**src/hdl/lab_pkg.sv**
```systemverilog
`timescale 1ns / 1ps

package lab_pkg;

    // fixed point layout
    localparam int FRAC_BITS = 20;
    localparam int TEMP_W    = 24;
    localparam int FLAG_W    = 3;
    localparam int CFG_W     = 21;
    localparam int DIST_W    = 24;
    localparam int DEPTH_W   = CFG_W + 1;
    localparam int SUM_W     = TEMP_W + 2;
    localparam int DIFF_W    = TEMP_W + 1;

    // depth factor numerator, factor = num / (250 * 2^FRAC_BITS)
    localparam int NUM_W           = 28;
    localparam int NUM_LOW         = 786432;
    localparam int NUM_ONE         = 262144000;
    localparam int RAMP_SLOPE      = 997;
    localparam int RAMP_BASE       = 393216;
    localparam int DIST_SCALE      = 100;
    localparam int RAMP_W          = 18;
    localparam int RAMP_IW         = 13;
    localparam int RAMP_PW         = 20;
    localparam int NEAR_TRENCH_MAX = 41752;
    localparam int LOW_MAX         = 3932;
    localparam int RAMP_MAX        = 6553;

    // scaled depth before the divide by 250
    localparam int X_W            = NUM_W + CFG_W - FRAC_BITS;
    localparam int Y_W            = X_W - 1;
    localparam int QE_W           = CFG_W + 1;
    localparam int RECIP125_W     = 29;
    localparam longint RECIP125   = 64'd274877906;
    localparam int RECIP125_SHIFT = 35;
    localparam int DIV125         = 125;

    // mean of three by reciprocal multiply
    localparam int MAG_W        = SUM_W - 1;
    localparam int RECIP3_W     = 26;
    localparam int RECIP3       = 44739243;
    localparam int RECIP3_SHIFT = 27;

    // blend division
    localparam int PROD_W = DEPTH_W + DIFF_W;
    localparam int NMAG_W = PROD_W - 2;
    localparam int QBITS  = 26;
    localparam int DVS_W  = CFG_W + 1;
    localparam int REM_W  = DVS_W;
    localparam int HI_W   = NMAG_W - QBITS;
    localparam int FIN_W  = QBITS + 2;

    localparam int TEMP_MAX = 8388607;
    localparam int TEMP_MIN = -8388608;

    localparam int SCALE_RESET = 49388;
    localparam int OUTER_RESET = 1048576;

    localparam int CFG_IDX_W = 1;
    localparam logic [CFG_IDX_W-1:0] REG_ASSIM_DEPTH_SCALE = 1'b0;
    localparam logic [CFG_IDX_W-1:0] REG_OUTER_RADIUS      = 1'b1;

    typedef struct packed {
        logic                     blend;
        logic                     zero_div;
        logic                     ovf;
        logic                     neg;
        logic signed [TEMP_W-1:0] temp;
        logic signed [TEMP_W-1:0] target;
    } lab_ctl_t;

endpackage

```
**src/hdl/lab_div.sv**
```systemverilog
`timescale 1ns / 1ps

module lab_div
(
    input  logic                      clk,
    input  logic                      rst_n,
    input  logic                      en,
    input  logic                      in_valid,
    input  lab_pkg::lab_ctl_t         in_ctl,
    input  logic [lab_pkg::DVS_W-1:0] in_dvs,
    input  logic [lab_pkg::REM_W-1:0] in_rem,
    input  logic [lab_pkg::QBITS-1:0] in_nlow,
    output logic                      out_valid,
    output lab_pkg::lab_ctl_t         out_ctl,
    output logic [lab_pkg::QBITS-1:0] out_q
);

    localparam int NQ = lab_pkg::QBITS;

    logic [NQ-1:0]             vld_reg;
    lab_pkg::lab_ctl_t         ctl_reg  [NQ];
    logic [lab_pkg::DVS_W-1:0] dvs_reg  [NQ];
    logic [lab_pkg::REM_W-1:0] rem_reg  [NQ];
    logic [NQ-1:0]             nlow_reg [NQ];
    logic [NQ-1:0]             q_reg    [NQ];

    always_ff @(posedge clk or negedge rst_n)
    begin
        if (!rst_n)
        begin
            vld_reg <= '0;
        end
        else if (en)
        begin
            vld_reg <= {vld_reg[NQ-2:0], in_valid};
        end
    end

    // restoring division, one quotient bit per stage
    for (genvar i = 0; i < NQ; i++)
    begin : g_stage
        lab_pkg::lab_ctl_t         src_ctl;
        logic [lab_pkg::DVS_W-1:0] src_dvs;
        logic [lab_pkg::REM_W-1:0] src_rem;
        logic [NQ-1:0]             src_nlow;
        logic [NQ-1:0]             src_q;
        logic [lab_pkg::REM_W:0]   trial;
        logic [lab_pkg::REM_W:0]   diff;
        logic                      qbit;

        if (i == 0)
        begin : g_first
            assign src_ctl  = in_ctl;
            assign src_dvs  = in_dvs;
            assign src_rem  = in_rem;
            assign src_nlow = in_nlow;
            assign src_q    = '0;
        end
        else
        begin : g_next
            assign src_ctl  = ctl_reg[i-1];
            assign src_dvs  = dvs_reg[i-1];
            assign src_rem  = rem_reg[i-1];
            assign src_nlow = nlow_reg[i-1];
            assign src_q    = q_reg[i-1];
        end

        always_comb
        begin
            trial = {src_rem, src_nlow[NQ-1]};
            diff  = trial - {1'b0, src_dvs};
            qbit  = (trial >= {1'b0, src_dvs});
        end

        always_ff @(posedge clk)
        begin
            if (en)
            begin
                ctl_reg[i]  <= src_ctl;
                dvs_reg[i]  <= src_dvs;
                rem_reg[i]  <= qbit ? diff[lab_pkg::REM_W-1:0] : trial[lab_pkg::REM_W-1:0];
                nlow_reg[i] <= {src_nlow[NQ-2:0], 1'b0};
                q_reg[i]    <= {src_q[NQ-2:0], qbit};
            end
        end
    end

    assign out_valid = vld_reg[NQ-1];
    assign out_ctl   = ctl_reg[NQ-1];
    assign out_q     = q_reg[NQ-1];

endmodule

```
**config.mk**
```make
export PLATFORM = sky130hd
export DESIGN_NAME = lab_div
export DESIGN_NICKNAME = d
export VERILOG_FILES = /design/src/hdl/lab_pkg.sv /design/src/hdl/lab_div.sv
export SDC_FILE = /design/constraint.sdc
export NUM_CORES = 2
export LEC_CHECK = 0
export BUFFER_PORTS_ARGS = -buffer_cell sky130_fd_sc_hd__buf_2
export CAP_MARGIN = 20
export CORE_ASPECT_RATIO = 1.5
export CORE_UTILIZATION = 46
export DETAILED_ROUTE_END_ITERATION = 12
export SETUP_SLACK_MARGIN = 0.4
export SYNTH_ARGS = -nofsm -noshare
export SYNTH_HDL_FRONTEND = slang
export SYNTH_SLANG_ARGS = --single-unit
```
**constraint.sdc**
```tcl
create_clock -name clk -period 5.1 [get_ports clk]
set_input_delay 0.255 -clock clk [delete_from_list [all_inputs] [get_ports clk]]
set_output_delay 0.255 -clock clk [all_outputs]
set_load 0.01 [all_outputs]
```
==> flow_summary.json <==
{
  "clk_latency_ns": 0.88,
  "syn2layout_area_growth_pct": 13.8,
  "tns_ns": 0,
  "setup_viol": 0,
  "grt_pass1_vias": 70800,
  "r2r_end": "rem_reg[1][194]",
  "fin_crit_ns": 4.30,
  "clock-sinks": 3154,
  "whs_ns": 0.0835,
  "wl_per_cell_um": 18.4,
  "fmax_mhz": 233,
  "cts_buffers": 312,
  "hold_violations": 0,
  "drv_cap": 0,
  "drt-vias-per-instance": 5.20,
  "leakagePower_nw": 55.4,
  "gp_congestion": 0.940,
  "hp-class": "in -> reg",
  "synth_nets": 8997,
  "syn_area_um2": 129000,
  "synth_area_per_cell_um2": 15.6,
  "cts_root_buf": "clkbuf_16",
  "async_flop_share": 0.00824,
  "drive_gt1_frac": 0.114,
  "grt_max_degree": 199,
  "dp_hpwl_mm": 166,
  "r2r_cells": 11,
  "critical_path_class": "in -> reg",
  "holdPathStages": 2,
  "fin_cells": 12900,
  "worstHoldStart": "in_ctl[46]",
  "first_pass_iters": 6,
  "routed_wl_mm": 238,
  "reg2reg_slack_ns": 1.00,
  "drv_slew": 0,
  "endpoint_kind": "flip-flop",
  "fp-row-count": 238,
  "cts_max_path_buffers": 4,
  "synth-seq-cells": 3154,
  "r2r-start": "rem_reg[1][155]",
  "crit_required_ns": 5.82,
  "cts-resized-gates": 0,
  "nNetsFinal": 9640,
  "arrival_ns": 5.02,
  "die_h_um": 651,
  "ir_worst_vdd_v": 0.000342,
  "io_pins": 205,
  "fin_worst_skew_ns": 0.0703,
  "antenna_left": 0,
  "tritoncts": "built",
  "p_per_area_nw_per_um2": 565,
  "die_w_um": 435,
  "ys_types": 88,
  "relSlewSlack": 0.152,
  "core_um2": 280000,
  "status": "completed",
  "cts_max_level": 5,
  "cts.clk_slew.worst_paths_ns": 0.06,
  "die_area_um2": 283000,
  "place_inst": 12100,
  "yosys_warnings": 0,
  "worst_slew_pin_slew_ns": 1.26,
  "drc": 0,
  "start_util": 0.462,
  "startpoint_type": "input port",
  "hold-path-endpoint": "ctl_reg[0][46]",
  "synthFlopType": "edfxtp_1",
  "post-route-util": 0.525,
  "syn_inst": 8274,
  "yosysSeqAreaShare": 0.732,
  "gr-usage-all-layers": 0.165,
  "worstPathMaxFanout": 35,
  "portBuffers": 204,
  "antenna_found_initial": 9,
  "period_share": 0.843,
  "largest_reg_flops": 1352,
  "rsz0062_at_grt": "no",
  "grt_pass1_wl_mm": 368,
  "post_cts_buffers": 0,
  "vias": 67000,
  "grt-ovfl-total": 0,
  "drt_iter0_markers": 3445,
  "synth_edf_count": 3128
}
-- timing repair --
item,4_1_cts,5_1_grt
hold endpoints to repair,198,0
hold buffers,191,0
endpoints found under the setup margin,0,0
-- cell usage after synthesis, types with 16 or more instances --
library cell  number  area [µm²]
a31oi_1           56         350
nor3_1            92         460
nand2b_1          67         419
fa_1              25         500
o21bai_1          71         533
mux2_4            17         255
nor2b_1           59         369
edfxtp_1        3128       93900
a21o_1           221        1660
nand4_1           56         350
nor2_1           371        1390
o21ai_0          368        1840
buf_4             54         405
a211o_1           19         166
o21a_1            73         548
inv_1            724        2720
mux2_1            38         428
buf_2             28         140
a21oi_1          512        2560
a211oi_1          45         338
mux2i_1           21         210
dfrtp_1           26         651
ha_1             572        7160
xnor2_1          284        2490
clkbuf_1          73         274
nand3_1           98         490
or3_1             25         156
xor2_1           165        1450
mux2_2           227        2560
o31ai_1           33         248
nor4_1            20         125
a41oi_1           16         140
and3_1            35         219
or2_2             26         163
o211ai_1          26         195
nand2_1          374        1400
-- worst max-delay path: stages --
cell,delay [ns]
dlygate4sd3_1,0.52
buf_2,0.11
inv_1,0.04
ha_1,0.35
a21oi_1,0.29
nor3b_1,0.31
a21oi_1,0.26
a31o_2,0.38
a211oi_1,0.30
o21ai_1,0.17
a211oi_4,0.50
buf_12,0.25
nand2_1,0.08
dlygate4sd3_1,0.56
o21ai_0,0.07
dlygate4sd3_1,0.56
-- metal layers --
layer | vias to the layer above | routed length, µm | track usage
li1 | 32300 | - | -
met1 | 32700 | 74100 | 0.140
met2 | 1271 | 138000 | 0.336
met3 | 736 | 7330 | 0.0249
met4 | 2 | 18100 | 0.120
met5 | - | 11 | 0
-- per-stage QoR --
step                setup slack (ns)  power (W)  cell area (µm²)
floorplan                       1.85     0.0542           129000
global placement                1.05     0.0602           135000
detailed placement              1.06     0.0611           135000
CTS                            0.924     0.0839           147000
global route                   0.565     0.0877           147000
finish                         0.800     0.0831           147000
-- worst max path at each step --
stage / endpoint / start / slack, ns
finish: rem_reg[0][15] / in_dvs[4] / 0.80
detailed placement: rem_reg[1][111] / dvs_reg[20][1] / 1.06
global placement: rem_reg[0][322] / dvs_reg[13][1] / 1.05
global route: rem_reg[0][13] / in_dvs[4] / 0.57
floorplan: rem_reg[0][179] / rem_reg[0][164] / 1.85
CTS: rem_reg[0][11] / in_dvs[4] / 0.92
-- logic make-up (layout without fill, tap and decap cells) --
logic type      count (synthesis)  in the layout  share of synthesized area
flops                        3154           3154                      0.732
compound gates               1604           1604                     0.0778
simple gates                 1282           1282                     0.0464
buf+inv                       885           1765                     0.0277
fa+ha+maj                     597            597                     0.0592
xor+xnor                      449            449                     0.0304
mux                           303            303                     0.0267
other cells                     0             18                          0
-- cell usage in the layout (no fill, tap or decap), types with 60 or more instances in the layout --
cell           synthesis  routed
mux2_2               227     227
nand3_1               98      98
nand2b_1              67      67
clkbuf_16              0     315
nand2_1              374     374
a21oi_1              512     509
dlygate4sd3_1          0     190
inv_1                724     724
nor3_1                92      92
xor2_1               165     165
buf_4                 54      64
o21a_1                73      73
o21bai_1              71      71
xnor2_1              284     284
edfxtp_1            3128    3128
ha_1                 572     572
buf_2                 28     203
clkbuf_1              73      60
nor2_1               371     371
a21o_1               221     221
o21ai_0              368     367
-- layout make-up --
class,count,area [µm²]
fillers,22700,133000
flip-flops and latches,3154,94600
multi-input cells,4235,31200
clock buffers,378,8150
well taps,3720,4650
repair buffers,488,4020
inverters,726,2730
clock inverters,173,1670
diodes,18,45.0
-- power by group --
group	total, W	internal (W)	switching (W)
Clock	0.0222	0.0127	0.00949
Combinational	0.0252	0.0110	0.0141
Sequential	0.0357	0.0340	0.00177
Total	0.0831	0.0577	0.0254
(Power assumes the default switching activity.)
